==> src/design/mf3_pkg.sv <==
`timescale 1ns / 1ps

package mf3_pkg;

  // frame geometry limits
  localparam int MAX_WIDTH  = 1024;
  localparam int MAX_HEIGHT = 1024;
  localparam int MIN_DIM    = 3;

  localparam int PIX_W = 8;
  localparam int DIM_W = 11;
  localparam int POS_W = $clog2(MAX_WIDTH);
  localparam int ROW_W = $clog2(MAX_HEIGHT);

  localparam int TAPS        = 9;
  localparam int MEDIAN_RANK = 4;

  localparam logic [DIM_W-1:0] WIDTH_RESET  = DIM_W'(640);
  localparam logic [DIM_W-1:0] HEIGHT_RESET = DIM_W'(480);

  // skid queue between window build and sorter
  localparam int QUEUE_DEPTH = 4;
  localparam int QPTR_W      = $clog2(QUEUE_DEPTH);
  localparam int QCNT_W      = $clog2(QUEUE_DEPTH + 1);

  localparam int CFG_IDX_W = 1;

  typedef enum logic [CFG_IDX_W-1:0] {
    REG_IMAGE_WIDTH  = 1'b0,
    REG_IMAGE_HEIGHT = 1'b1
  } cfg_reg_t;

  typedef logic [TAPS-1:0][PIX_W-1:0] taps_t;

  typedef struct packed {
    taps_t            taps;
    logic [POS_W-1:0] column;
    logic [ROW_W-1:0] row;
    logic             eof;
  } win_item_t;

endpackage

==> src/design/mf3_back.sv <==
`timescale 1ns / 1ps

module mf3_back (
  input  logic                       clk,
  input  logic                       rst,
  input  logic                       q_valid,
  input  mf3_pkg::win_item_t         q_item,
  output logic                       q_pop,
  output logic                       median_valid,
  input  logic                       median_ready,
  output logic [mf3_pkg::PIX_W-1:0]  median_value,
  output logic [mf3_pkg::POS_W-1:0]  out_column,
  output logic [mf3_pkg::ROW_W-1:0]  out_row,
  output logic                       end_of_frame
);

  // compare-exchange: smaller value to index a
  function automatic mf3_pkg::taps_t cx(input mf3_pkg::taps_t t, input logic [3:0] a,
                                         input logic [3:0] b);
    mf3_pkg::taps_t r;
    r = t;
    if (t[a] > t[b]) begin
      r[a] = t[b];
      r[b] = t[a];
    end
    return r;
  endfunction

  // nineteen-exchange median network, three rounds per register level
  function automatic mf3_pkg::taps_t level1(input mf3_pkg::taps_t t);
    mf3_pkg::taps_t r;
    r = cx(cx(cx(t, 4'd1, 4'd2), 4'd4, 4'd5), 4'd7, 4'd8);
    r = cx(cx(cx(r, 4'd0, 4'd1), 4'd3, 4'd4), 4'd6, 4'd7);
    r = cx(cx(cx(r, 4'd1, 4'd2), 4'd4, 4'd5), 4'd7, 4'd8);
    return r;
  endfunction

  function automatic mf3_pkg::taps_t level2(input mf3_pkg::taps_t t);
    mf3_pkg::taps_t r;
    r = cx(cx(cx(t, 4'd0, 4'd3), 4'd5, 4'd8), 4'd4, 4'd7);
    r = cx(cx(cx(r, 4'd3, 4'd6), 4'd1, 4'd4), 4'd2, 4'd5);
    r = cx(r, 4'd4, 4'd7);
    return r;
  endfunction

  function automatic mf3_pkg::taps_t level3(input mf3_pkg::taps_t t);
    mf3_pkg::taps_t r;
    r = cx(t, 4'd4, 4'd2);
    r = cx(r, 4'd6, 4'd4);
    r = cx(r, 4'd4, 4'd2);
    return r;
  endfunction

  mf3_pkg::win_item_t s1, s2;
  mf3_pkg::taps_t     s3_taps;
  logic               s1_valid, s2_valid, s1_load, s2_load, out_load;

  assign out_load = !median_valid || median_ready;
  assign s2_load  = !s2_valid || out_load;
  assign s1_load  = !s1_valid || s2_load;
  assign q_pop    = q_valid && s1_load;
  assign s3_taps  = level3(s2.taps);

  always_ff @(posedge clk) begin
    if (rst) begin
      s1_valid     <= 1'b0;
      s2_valid     <= 1'b0;
      median_valid <= 1'b0;
    end else begin
      if (s1_load) s1_valid <= q_valid;
      if (s2_load) s2_valid <= s1_valid;
      if (out_load) median_valid <= s2_valid;
    end
  end

  always_ff @(posedge clk) begin
    if (s1_load) begin
      s1.taps   <= level1(q_item.taps);
      s1.column <= q_item.column;
      s1.row    <= q_item.row;
      s1.eof    <= q_item.eof;
    end
    if (s2_load) begin
      s2.taps   <= level2(s1.taps);
      s2.column <= s1.column;
      s2.row    <= s1.row;
      s2.eof    <= s1.eof;
    end
    if (out_load) begin
      median_value <= s3_taps[mf3_pkg::MEDIAN_RANK];
      out_column   <= s2.column;
      out_row      <= s2.row;
      end_of_frame <= s2.eof;
    end
  end

endmodule

==> config.mk <==
export PLATFORM = sky130hd
export DESIGN_NAME = mf3_back
export DESIGN_NICKNAME = d
export VERILOG_FILES = /design/src/design/mf3_pkg.sv /design/src/design/mf3_back.sv
export SDC_FILE = /design/constraint.sdc
export NUM_CORES = 1
export LEC_CHECK = 0
export ABC_AREA = 0
export BUFFER_PORTS_ARGS = -buffer_cell sky130_fd_sc_hd__buf_2
export CORE_MARGIN = 1.5
export CORE_UTILIZATION = 55
export DETAILED_ROUTE_END_ITERATION = 12
export PLACE_DENSITY_LB_ADDON = 0.25
export SYNTH_ARGS = -nofsm -noshare
export SYNTH_HDL_FRONTEND = slang
export SYNTH_SLANG_ARGS = --single-unit
==> constraint.sdc <==
create_clock -name clk -period 5.6 [get_ports clk]
set_input_delay 0.28 -clock clk [delete_from_list [all_inputs] [get_ports clk]]
set_output_delay 0.28 -clock clk [all_outputs]
set_load 0.03 [all_outputs]
==> metrics.csv <==
stage;metric;value;unit
placed_design;io_buffers;127;
detailed_routing;drt_pass1_iterations;5;
yosys;yosysSeqAreaShare;41.3;%
cts;cts_buffers;17;
yosys;synth_common_cells;edfxtp_1, ha_1, inv_1, nand2_1, a21oi_1;
yosys;synth_top_area_share;40.9;%
grt;antenna_found_initial;0;
grt;grt_pass1_vias;9685;
finish;multi_input_area;6680;um^2
setup_path;r2r_slack;340;ps
grt;grt_pass1_wl;46500;um
grt;grt_start_max_net_pins;71;
finish;fin_nets;1708;
placed_design;gp_congestion;0.925;
die;fp.dieW;152;um
finish;area_growth;18.4;%
die;initial_core_util;56.1;%
power;power_density;675;nW/um^2
yosys;netlist_area;12300;um^2
yosys;synth_edf_count;167;
die;core-area;21900;um^2
outcome;outcome;finished, final reports clean;
placed_design;dpl_cell_area;13700;um^2
cts;htree_num_levels;4;
detailed_routing;vias_per_cell;5.85;
finish;drive_above_1_share;20.1;%
setup_path;crit_top_cell;o21ai_1;
worst_hold_path;min_path_cells;1;
setup_path;timing.rr.start;s1[54];
cts;cts_root_buf;clkbuf_16;
detailed_routing;postRouteWirelength;29200;um
cts;clock_path_buffers;2;
power;cellLeakagePower;6.53;nW
finish;n_fill_cell;1731;
setup_path;worstPathArrival;5440;ps
yosys;synth.most_common_cell;edfxtp_1;
setup_path;crit_type;reg2reg;
die;ios;128;
yosys;synth-seq-cells;170;
yosys;synthFlopType;edfxtp_1;
detailed_routing;num_vias;10300;
setup_path;reg2regPathDepth;25;
detailed_routing;routed.top_layer;met4;
cts;cts_tree;done;
detailed_routing;ant_nets;0;
yosys;async_flop_share;0;%
finish;antennaDiodeCount;0;
finish;final_cells;1760;
finish;seqCellArea;5070;um^2
setup_path;critPathRequiredTime;5780;ps
detailed_routing;dr_wl_met2;14300;um
power;ir_drop;0.000434;V
yosys;synth_warnings;0;
detailed_routing;drc;0;
setup_path;cpMaxStageDelayCell;edfxtp_1;
cts;path_clk_slew;70;ps
die;dieArea;23200;um^2
sta;setup_viol;0;
sta;skew;10.7;ps
yosys;syn_avg_cell_area;9.57;um^2
placed_design;post-place-ws;-238;ps
grt;grt.total_usage;24.8;%
sta;slew_headroom;26.4;%
yosys;synth_cells;1282;
grt;overflow;0;
sta;max_freq;190;MHz
setup_path;endpoint_kind;register;
detailed_routing;wl_met1;12800;um
worst_hold_path;hp-class;in2reg;
detailed_routing;first_iter_violations;842;
yosys;synth.area.top_cells;edfxtp_1, ha_1, a21oi_1, o21ai_0, inv_1;
setup_path;critPathMaxStageDelay;440;ps
detailed_routing;wire_per_inst;16.6;um
job;cap_violations;0;
placed_design;dp.cells;1710;
yosys;yosys.area.top_type;edfxtp_1;
sta;finalHoldViolations;0;
sta;timing.final.ws_setup;336;ps
worst_hold_path;min_to;s1[13];
finish;postLayoutCellArea;14500;um^2
yosys;syn-num-nets;1523;
sta;drv_slew;0;
setup_path;worst_setup_path_start_kind;register;
placed_design;place_hpwl;22400;um
detailed_routing;wl_met3;1540;um
worst_hold_path;min_from;q_item[13];
setup_path;crit_fanout;8;
yosys;synth_cell_types;66;
die;rows;54;
sta;min_period;5260;ps
sta;worst_pin_slew;1100;ps
die;die_h;152;um
setup_path;worstReg2RegEnd;s2[58];
cts;insertion_delay;440;ps
cts;cts_num_sinks;170;
sta;period_share;94.0;%
metal layers:
| layer | GRT usage [%] | vias to the layer above |
|---|---|---|
| li1 | - | 5143 |
| met1 | 32.4 | 4787 |
| met2 | 42.8 | 328 |
| met3 | 3.10 | 34 |
| met4 | 7.77 | 0 |
| met5 | 0 | - |
placed cells by master (no fill, tap or decap), types with 14 or more instances in the layout:
cell       netlist  final
o21a_1          21     20
nor3_1          17     15
o221ai_1        21     21
nand4_1         19     19
o21ai_0        104     82
a21o_1          24     24
nand3_1         21     20
o211ai_1        15     15
edfxtp_1       167    167
nor2b_1         17     17
nor2_1          92     89
a21oi_1        109    107
buf_2           12    127
mux2i_1         43     39
clkbuf_16        0     17
o21ai_1         16     35
buf_4            0     72
ha_1           144    144
nand2_1        117    116
a222oi_1        14     14
inv_1          131    131
cells by family after synthesis:
family,count (synthesis),synth area share [%]
compound gates,388,20.4
xor+xnor,4,0.285
fa+ha+maj,145,14.8
buf+inv,180,5.63
flops,170,41.3
mux,56,4.70
simple gates,339,12.9
how the worst max path moves through the flow:
stage,from,to,cells after the start
after detailed placement,s1[58],s2[58],27
after global routing,s2[38],median_value[7],31
after global placement,s1[58],s2[58],27
after CTS,s2[38],median_value[7],29
final,s1[54],s2[58],25
after floorplan,q_item[62],s1[53],30
flip-flops by register name, indices dropped and copies added (netlist names):
| signal | flops |
|---|---|
| end_of_frame | 1 |
| median_valid | 1 |
| median_value | 8 |
| out_column | 10 |
| out_row | 10 |
| s1 | 93 |
| s1_valid | 1 |
| s2 | 45 |
| s2_valid | 1 |
layout make-up:
| class | count | share of cell area, % |
|---|---|---|
| multi-input cells | 937 | 45.9 |
| flip-flops and latches | 170 | 34.9 |
| repair buffers | 210 | 9.12 |
| inverters | 131 | 3.38 |
| clock buffers | 17 | 2.93 |
| well taps | 280 | 2.41 |
| clock inverters | 15 | 1.30 |
where the power goes:
| group | switching (W) | leakage [nW] | internal [W] |
|---|---|---|---|
| clock | 0.000561 | 0.297 | 0.000606 |
| combinational | 0.00359 | 4.43 | 0.00277 |
| sequential | 0.000237 | 1.80 | 0.00206 |
| total | 0.00439 | 6.53 | 0.00543 |
worst max-delay path, delay by kind of cell, from the launching register on:
kind	cells	cell delay (ps)
AOI/OAI and AO/OA	15	2700
buffers and inverters	2	280
adders and majority gates	3	820
muxes	1	350
and+or+nand+nor	4	410
DFF	1	440
through the flow:
step / hold slack, ps / utilization, % / TNS, ps / total power, W
2_1_floorplan: 349 / - / 0 / 0.00659
3_3_place_gp: 400 / 62.5 / -1350 / 0.00804
3_5_place_dp: 405 / 62.5 / -3680 / 0.00822
4_1_cts: 0.801 / 65.6 / 0 / 0.00947
5_1_grt: 2.81 / 66.4 / -15.6 / 0.0107
6_report: 15.5 / 66.4 / 0 / 0.00982
repair_timing:
action                     CTS  global route
setup endpoints to repair   16            45
pin swaps                    0            10
buffers inserted             0             6
cloned                       0             5
hold endpoints to repair     6             1
resized for setup            3            37
hold buffers                 6             1
(Power assumes the default switching activity.)
