--- config.mk ---
export PLATFORM = sky130hd
export DESIGN_NAME = mf3_queue
export DESIGN_NICKNAME = d
export VERILOG_FILES = /design/src/design/mf3_pkg.sv /design/src/design/mf3_queue.sv
export SDC_FILE = /design/constraint.sdc
export NUM_CORES = 1
export LEC_CHECK = 0
export ABC_AREA = 0
export ABC_CLOCK_PERIOD_IN_PS = 7950
export BUFFER_PORTS_ARGS = -buffer_cell sky130_fd_sc_hd__buf_2
export CAP_MARGIN = 15
export CORE_ASPECT_RATIO = 2
export CORE_MARGIN = 3
export CORE_UTILIZATION = 61
export DETAILED_ROUTE_END_ITERATION = 6
export PLACE_DENSITY_LB_ADDON = 0.05
export SYNTH_ARGS = -nofsm -noshare
export SYNTH_HDL_FRONTEND = slang
export SYNTH_SLANG_ARGS = --single-unit
--- constraint.sdc ---
create_clock -name clk -period 7.95 [get_ports clk]
set_input_delay 1.1925 -clock clk [delete_from_list [all_inputs] [get_ports clk]]
set_output_delay 1.1925 -clock clk [all_outputs]
set_load 0.1 [all_outputs]
--- src/design/mf3_pkg.sv ---
`timescale 1ns / 1ps

package mf3_pkg;

  // frame geometry limits
  localparam int MAX_WIDTH  = 1024;
  localparam int MAX_HEIGHT = 1024;
  localparam int MIN_DIM    = 3;

  localparam int PIX_W = 8;
  localparam int DIM_W = 11;
  localparam int POS_W = $clog2(MAX_WIDTH);
  localparam int ROW_W = $clog2(MAX_HEIGHT);

  localparam int TAPS        = 9;
  localparam int MEDIAN_RANK = 4;

  localparam logic [DIM_W-1:0] WIDTH_RESET  = DIM_W'(640);
  localparam logic [DIM_W-1:0] HEIGHT_RESET = DIM_W'(480);

  // skid queue between window build and sorter
  localparam int QUEUE_DEPTH = 4;
  localparam int QPTR_W      = $clog2(QUEUE_DEPTH);
  localparam int QCNT_W      = $clog2(QUEUE_DEPTH + 1);

  localparam int CFG_IDX_W = 1;

  typedef enum logic [CFG_IDX_W-1:0] {
    REG_IMAGE_WIDTH  = 1'b0,
    REG_IMAGE_HEIGHT = 1'b1
  } cfg_reg_t;

  typedef logic [TAPS-1:0][PIX_W-1:0] taps_t;

  typedef struct packed {
    taps_t            taps;
    logic [POS_W-1:0] column;
    logic [ROW_W-1:0] row;
    logic             eof;
  } win_item_t;

endpackage

--- src/design/mf3_queue.sv ---
`timescale 1ns / 1ps

module mf3_queue (
  input  logic               clk,
  input  logic               rst,
  input  logic               push,
  input  mf3_pkg::win_item_t push_item,
  output logic               full,
  output logic               pop_valid,
  output mf3_pkg::win_item_t pop_item,
  input  logic               pop
);

  mf3_pkg::win_item_t entries [mf3_pkg::QUEUE_DEPTH];
  logic [mf3_pkg::QPTR_W-1:0] wr_ptr, rd_ptr;
  logic [mf3_pkg::QCNT_W-1:0] count;
  logic                       do_pop;

  assign full      = (count == mf3_pkg::QCNT_W'(mf3_pkg::QUEUE_DEPTH));
  assign pop_valid = (count != '0);
  assign pop_item  = entries[rd_ptr];
  assign do_pop    = pop && pop_valid;

  always_ff @(posedge clk) begin
    if (rst) begin
      wr_ptr <= '0;
      rd_ptr <= '0;
      count  <= '0;
    end else begin
      if (push) wr_ptr <= wr_ptr + mf3_pkg::QPTR_W'(1);
      if (do_pop) rd_ptr <= rd_ptr + mf3_pkg::QPTR_W'(1);
      if (push && !do_pop) count <= count + mf3_pkg::QCNT_W'(1);
      else if (do_pop && !push) count <= count - mf3_pkg::QCNT_W'(1);
    end
  end

  always_ff @(posedge clk) begin
    if (push) entries[wr_ptr] <= push_item;
  end

endmodule

==> flow_metrics.py, run 1 <==
metrics = {
    "floorplanning": {
        "rows": 77,
        "die-area_mm2": 0.0247,
        "io_pins": 192,
        "core_mm2": 0.0223,
        "chipWidth_um": 113,
        "initial_core_util_pct": 62.3,
        "die_height_um": 219,
    },
    "logic_synthesis": {
        "synth_area_leaders": "edfxtp_1 81%, mux4_2 15%, dfxtp_1 1.3%, buf_6 0.65%, ha_1 0.45%",
        "synth_cell_types": 21,
        "async_reset_ff_share_pct": 0,
        "synth_nets": 632,
        "synth.most_common_cell": "edfxtp_1",
        "syn_avg_cell_area_um2": 26.2,
        "synth_ff_type": "edfxtp_1",
        "synth_top_area_share_pct": 80.6,
        "synth_edf_count": 372,
        "yosysWarnings": 0,
        "yosysSeqAreaShare_pct": 81.9,
        "synth_top_area_cell": "edfxtp_1",
        "synthCells": 529,
        "syn-cell-area_mm2": 0.0139,
        "ys_ff_latch": 381,
        "ys_top_cells_by_count": "372 x edfxtp_1, 93 x mux4_2, 9 x dfxtp_1",
    },
    "place": {
        "place_congestion": 0.695,
        "io_buffers": 191,
        "place_area_mm2": 0.0151,
        "dp_hpwl_um": 14800,
    },
    "sta": {
        "period_share_pct": 56.3,
        "tightestPinTransition_ns": 1.08,
        "setup_viol": 0,
        "min_period_ns": 4.47,
        "rsz0062_at_grt": "no",
        "report.final.slew_viol_count": 0,
        "max_freq_mhz": 224,
        "hold_viol": 0,
        "skew_ns": 0.00653,
        "relSlewSlack_pct": 27.9,
        "finalSetupTns_ns": 0,
    },
    "pwr": {
        "p_per_area_mw_per_mm2": 390,
        "leakagePower_nw": 5.41,
        "ir_drop_mv": 0.330,
    },
    "critical_path": {
        "worst_setup_path_start_kind": "register",
        "cp.arrival_ns": 3.28,
        "worstSetupPathType": "register to output port",
        "r2r-start": "wr_ptr[0]$_SDFFE_PP0P_",
        "ff2ff_path_depth": 4,
        "required_ns": 6.76,
        "critPathMaxFanout": 38,
        "cp-end-kind": "output port",
    },
    "cts": {
        "cts_setup_buffers": 0,
        "clock-sinks": 381,
        "clkLatencyLatePin_ns": 0.55,
        "clk_pin_slew_ns": 0.07,
        "cts_tree": "done",
        "cts_hold_buffers": 0,
        "cts_inserted_buffers": 30,
        "cts_root_buffer": "clkbuf_16",
        "cts_buffer_depth": 3,
        "postCtsResizedCells": 0,
        "htree_levels": 1,
    },
    "drt": {
        "drtIter0Drc": 411,
        "wl_um": 24200,
        "via_per_inst": 5.92,
        "vias": 6133,
        "wire_per_inst_um": 23.4,
        "drc": 0,
        "detail-route-antenna-nets": 0,
        "first_pass_iters": 4,
    },
    "final_layout": {
        "area_delta_synth_final_pct": 16.4,
        "drive_gt1_share_pct": 44.9,
        "nNetsFinal": 841,
        "design_area_mm2": 0.0161,
    },
    "job": {
        "maxCapViolCount": 0,
    },
    "worst_hold_path": {
        "min_path_type": "register to register",
        "min_path_cells": 2,
        "min_from": "rd_ptr[0]$_SDFFE_PP0P_",
    },
    "grt": {
        "grt_pass1_wl_um": 37700,
        "grt-ovfl-total": 0,
        "antenna_found_initial": 5,
        "grt_max_degree": 75,
        "first_global_vias": 6745,
        "track_usage_pct": 20.3,
    },
    "status": {
        "outcome": "finished, final reports clean",
    },
}
-- flip-flops by register name, indices dropped and copies added, names as in the netlist, named ones only --
name / count
wr_ptr: 2
entries: 372
count: 3
rd_ptr: 2
-- area by class of cell --
class                   count  area, µm²
diodes                      2       5.00
clock buffers              34        787
clock inverters            18        243
fillers                  1296       6130
inverters                   3       11.3
multi-input cells         124       2350
flip-flops and latches    381      11400
well taps                 276        345
repair buffers            198       1030
-- final timing paths --
kind	to	slack (ns)
setup / recovery	pop_item[44]	3.48
hold / removal	register	0.52
setup reg to reg	entries[2][1]$_DFFE_PP_	5.66
hold reg to reg	register	0.52
-- layout by cell type (no fill, tap or decap) --
cell,netlist,routed
clkinv_4,0,2
edfxtp_1,372,372
and2_4,0,4
inv_1,3,3
clkinvlp_4,0,1
nor2_1,7,7
clkbuf_1,3,3
mux4_2,93,93
diode_2,0,2
xnor2_1,1,1
buf_16,0,1
fa_1,1,1
buf_4,2,6
buf_2,8,191
or3_1,2,2
clkinv_1,0,6
o31ai_1,1,1
nor3b_1,1,1
dfxtp_1,9,7
clkbuf_16,0,31
mux2i_1,2,2
ha_1,5,5
xor2_1,4,4
o311ai_0,1,1
dfxtp_4,0,2
bufinv_16,0,6
clkinv_2,0,3
a21oi_1,1,1
o21ai_0,1,1
-- worst max-delay path, stage by stage (launching register included) --
cell and delay [ns]:
dfxtp_4 0.84, buf_4 0.59, buf_16 0.30, mux4_2 0.58, buf_2 0.32
-- power by group --
group | switching, mW | internal (mW)
sequential | 0.0898 | 2.32
combinational | 1.83 | 0.510
clock | 0.638 | 0.902
-- cells by family (layout without fill, tap and decap cells) --
kind of cell / Yosys count / in the layout / share of synthesized area [%]
buffers and inverters: 24 / 253 / 1.21
adder cells (fa/ha/maj): 6 / 6 / 0.596
AND/OR/NAND/NOR: 14 / 14 / 0.515
other: 0 / 2 / 0
XOR/XNOR: 5 / 5 / 0.316
multiplexers: 95 / 95 / 15.3
flip-flops: 381 / 381 / 81.9
AO/OA/AOI/OAI: 4 / 4 / 0.190
-- through the flow --
step,total power [mW],util [%],setup WS [ns],hold WS [ns],instances
finish,6.28,72.5,3.48,0.523,1036
global route,6.49,72.5,3.21,0.589,1036
CTS,6.34,72.3,3.17,0.531,1033
detailed placement,4.80,67.7,3.77,0.519,981
global placement,4.78,67.7,3.77,0.503,981
floorplan,4.49,-,4.14,0.484,529
-- routing by layer --
| layer | GRT usage [%] | part of all wire [%] |
|---|---|---|
| met1 | 24.2 | 35 |
| met2 | 35.6 | 55 |
| met3 | 4.61 | 6.0 |
| met4 | 8.02 | 3.5 |
| met5 | 0 | 0.16 |
Power figures use the tool's default switching activity.
==> run 2, diff against run 1 <==
Settings changed: ABC_CLOCK_PERIOD_IN_PS 7950 to 4600, CORE_UTILIZATION 61 to 57.
Clock period 7.95 ns to 4.6 ns, I/O delays scaled along.
==> run 2 against run 1 <==
  * Non-clock buffer count rose by 6
  * Clock skew rose by 0.0077 ns
  * Sequential share of layout area fell by 0.66 points
  * Cell count rose by 2.4%
  * Worst hold slack got worse by 0.13 ns
  * Clock power rose by 85%
  * Sequential power rose by 73%
  * Critical path type unchanged
==> flow_metrics.py, run 2 (synthesized netlist as in run 1, its figures left out) <==
metrics = {
    "worst_hold_path": {
        "min_from": "push_item[8]",
        "whs_endpoint": "entries[2][8]$_DFFE_PP_",
        "min_path_type": "primary input to register",
        "min_path_cells": 1,
    },
    "cts": {
        "clk_pin_slew_ns": 0.06,
        "cts_root_buffer": "clkbuf_16",
        "cts_buffer_depth": 3,
        "cts_tree": "done",
        "htree_levels": 2,
        "cts_inserted_buffers": 34,
        "clock-sinks": 381,
        "postCtsResizedCells": 0,
        "cts_setup_buffers": 0,
        "cts_hold_buffers": 0,
        "clkLatencyLatePin_ns": 0.51,
    },
    "final_layout": {
        "largest_register_ffs": 372,
        "largestRegisters": "entries (372), count (3)",
        "regMostFlops": "entries",
        "postLayoutCoreUtil_pct": 68.0,
        "most-common-layout-cells": "372 x edfxtp_1, 191 x buf_2, 93 x mux4_2",
        "area_delta_synth_final_pct": 17.5,
        "drive_gt1_share_pct": 45.0,
        "fill_cells": 1525,
        "diodes": 0,
        "nNetsFinal": 851,
        "final_common_cell": "edfxtp_1",
        "instances_no_fill": 1061,
    },
    "sta": {
        "hold_viol": 0,
        "period_share_pct": 72.8,
        "skew_ns": 0.0142,
        "report.final.slew_viol_count": 0,
        "relSlewSlack_pct": 33.7,
        "setup_viol": 0,
        "tightestPinTransition_ns": 0.995,
        "finalSetupTns_ns": 0,
        "whs_ns": 0.392,
        "fin_ws_ns": 1.25,
        "min_period_ns": 3.35,
        "rsz0062_at_grt": "no",
        "max_freq_mhz": 298,
    },
    "drt": {
        "drc": 0,
        "detail-route-antenna-nets": 0,
        "wl_um": 25700,
        "drtIter0Drc": 298,
        "first_pass_iters": 6,
        "vias": 6176,
        "via_per_inst": 5.82,
        "wire_per_inst_um": 24.2,
    },
    "critical_path": {
        "regToRegEndpoint": "count[2]$_SDFFE_PP0P_",
        "cp.arrival_ns": 2.66,
        "required_ns": 3.91,
        "ff2ff_path_depth": 7,
        "reg2reg_slack_ns": 2.43,
        "cp-end-kind": "output port",
        "worst_setup_path_start_kind": "register",
        "worstSetupPathType": "register to output port",
        "critPathMaxFanout": 30,
        "r2r-start": "count[0]$_SDFFE_PP0P_",
    },
    "pwr": {
        "switchingPower_mw": 4.49,
        "combPwrFrac_pct": 36.5,
        "p_sw_share_pct": 40.6,
        "leakagePower_nw": 5.49,
        "p_per_area_mw_per_mm2": 680,
        "ir_drop_mv": 0.752,
        "clkPwrFrac_pct": 25.8,
        "p_int_mw": 6.58,
        "pwr-share-seq_pct": 37.7,
    },
    "floorplanning": {
        "initial_core_util_pct": 57.9,
        "die_height_um": 227,
        "die-area_mm2": 0.0263,
        "chipWidth_um": 116,
        "core_mm2": 0.0239,
        "rows": 80,
        "io_pins": 192,
    },
    "place": {
        "io_buffers": 191,
        "dp.cells": 999,
        "place_ws_ns": 1.67,
        "dp_hpwl_um": 16300,
        "place_congestion": 0.747,
    },
    "grt": {
        "grt_pass1_wl_um": 39300,
        "track_usage_pct": 20.1,
        "first_global_vias": 6891,
        "antenna_found_initial": 4,
        "grt_max_degree": 63,
        "grt-ovfl-total": 0,
    },
    "status": {
        "outcome": "finished, final reports clean",
    },
    "job": {
        "maxCapViolCount": 0,
    },
}
[run 2: cell types whose count changed in the layout (fill, tap and decap cells not counted), sizes merged]
cell      before  now
clkinv        11   13
clkbuf        34   44
clkinvlp       1    0
inv            3    4
bufinv         6    4
diode          2    0
buf          198  204
[run 2: worst max path at each step]
stage	startpoint	depth (start not counted)	endpoint
after detailed placement	register	3	pop_item[37]
after floorplan	push	1	entries[0][0]$_DFFE_PP_
after CTS	register	3	pop_item[12]
after global routing	register	3	pop_item[38]
after global placement	register	3	pop_item[37]
final	register	3	pop_item[36]
[run 2: metal layers]
layer	vias up	share of wire (%)	GRT usage (%)
met5	-	0.14	0
met4	6	2.6	6.41
met1	3223	35	23.6
met3	49	6.1	4.99
met2	185	56	36.0
li1	2713	-	-
[run 2: power by group through the flow]
| stage | registers, mW | logic (mW) | clock network, mW |
|---|---|---|---|
| global route | 4.20 | 4.18 | 3.05 |
| finish | 4.17 | 4.04 | 2.85 |
| CTS | 4.18 | 4.09 | 2.92 |
| global placement | 4.24 | 4.06 | 0 |
| floorplan | 4.13 | 3.64 | 0 |
| detailed placement | 4.26 | 4.09 | 0 |
[run 2: stage by stage]
step / cell area [µm²] / power (mW)
finish: 16300 / 11.1
global route: 16300 / 11.4
CTS: 16300 / 11.2
detailed placement: 15100 / 8.34
global placement: 15100 / 8.30
floorplan: 13900 / 7.77
[run 2: critical path, cell delays in order (launching register included)]
cell	delay [ns]
dfxtp_4	0.76
buf_4	0.48
mux4_2	0.59
buf_2	0.31
[run 2: final cells by class]
cell class | instances | area (µm²) | area share, %
Clock buffer | 44 | 952 | 5.85
Clock inverter | 18 | 184 | 1.13
Sequential cell | 381 | 11400 | 69.8
Timing Repair Buffer | 204 | 1070 | 6.55
Inverter | 3 | 11.3 | 0.0692
Tap cell | 287 | 359 | 2.21
Multi-Input combinational cell | 124 | 2350 | 14.4
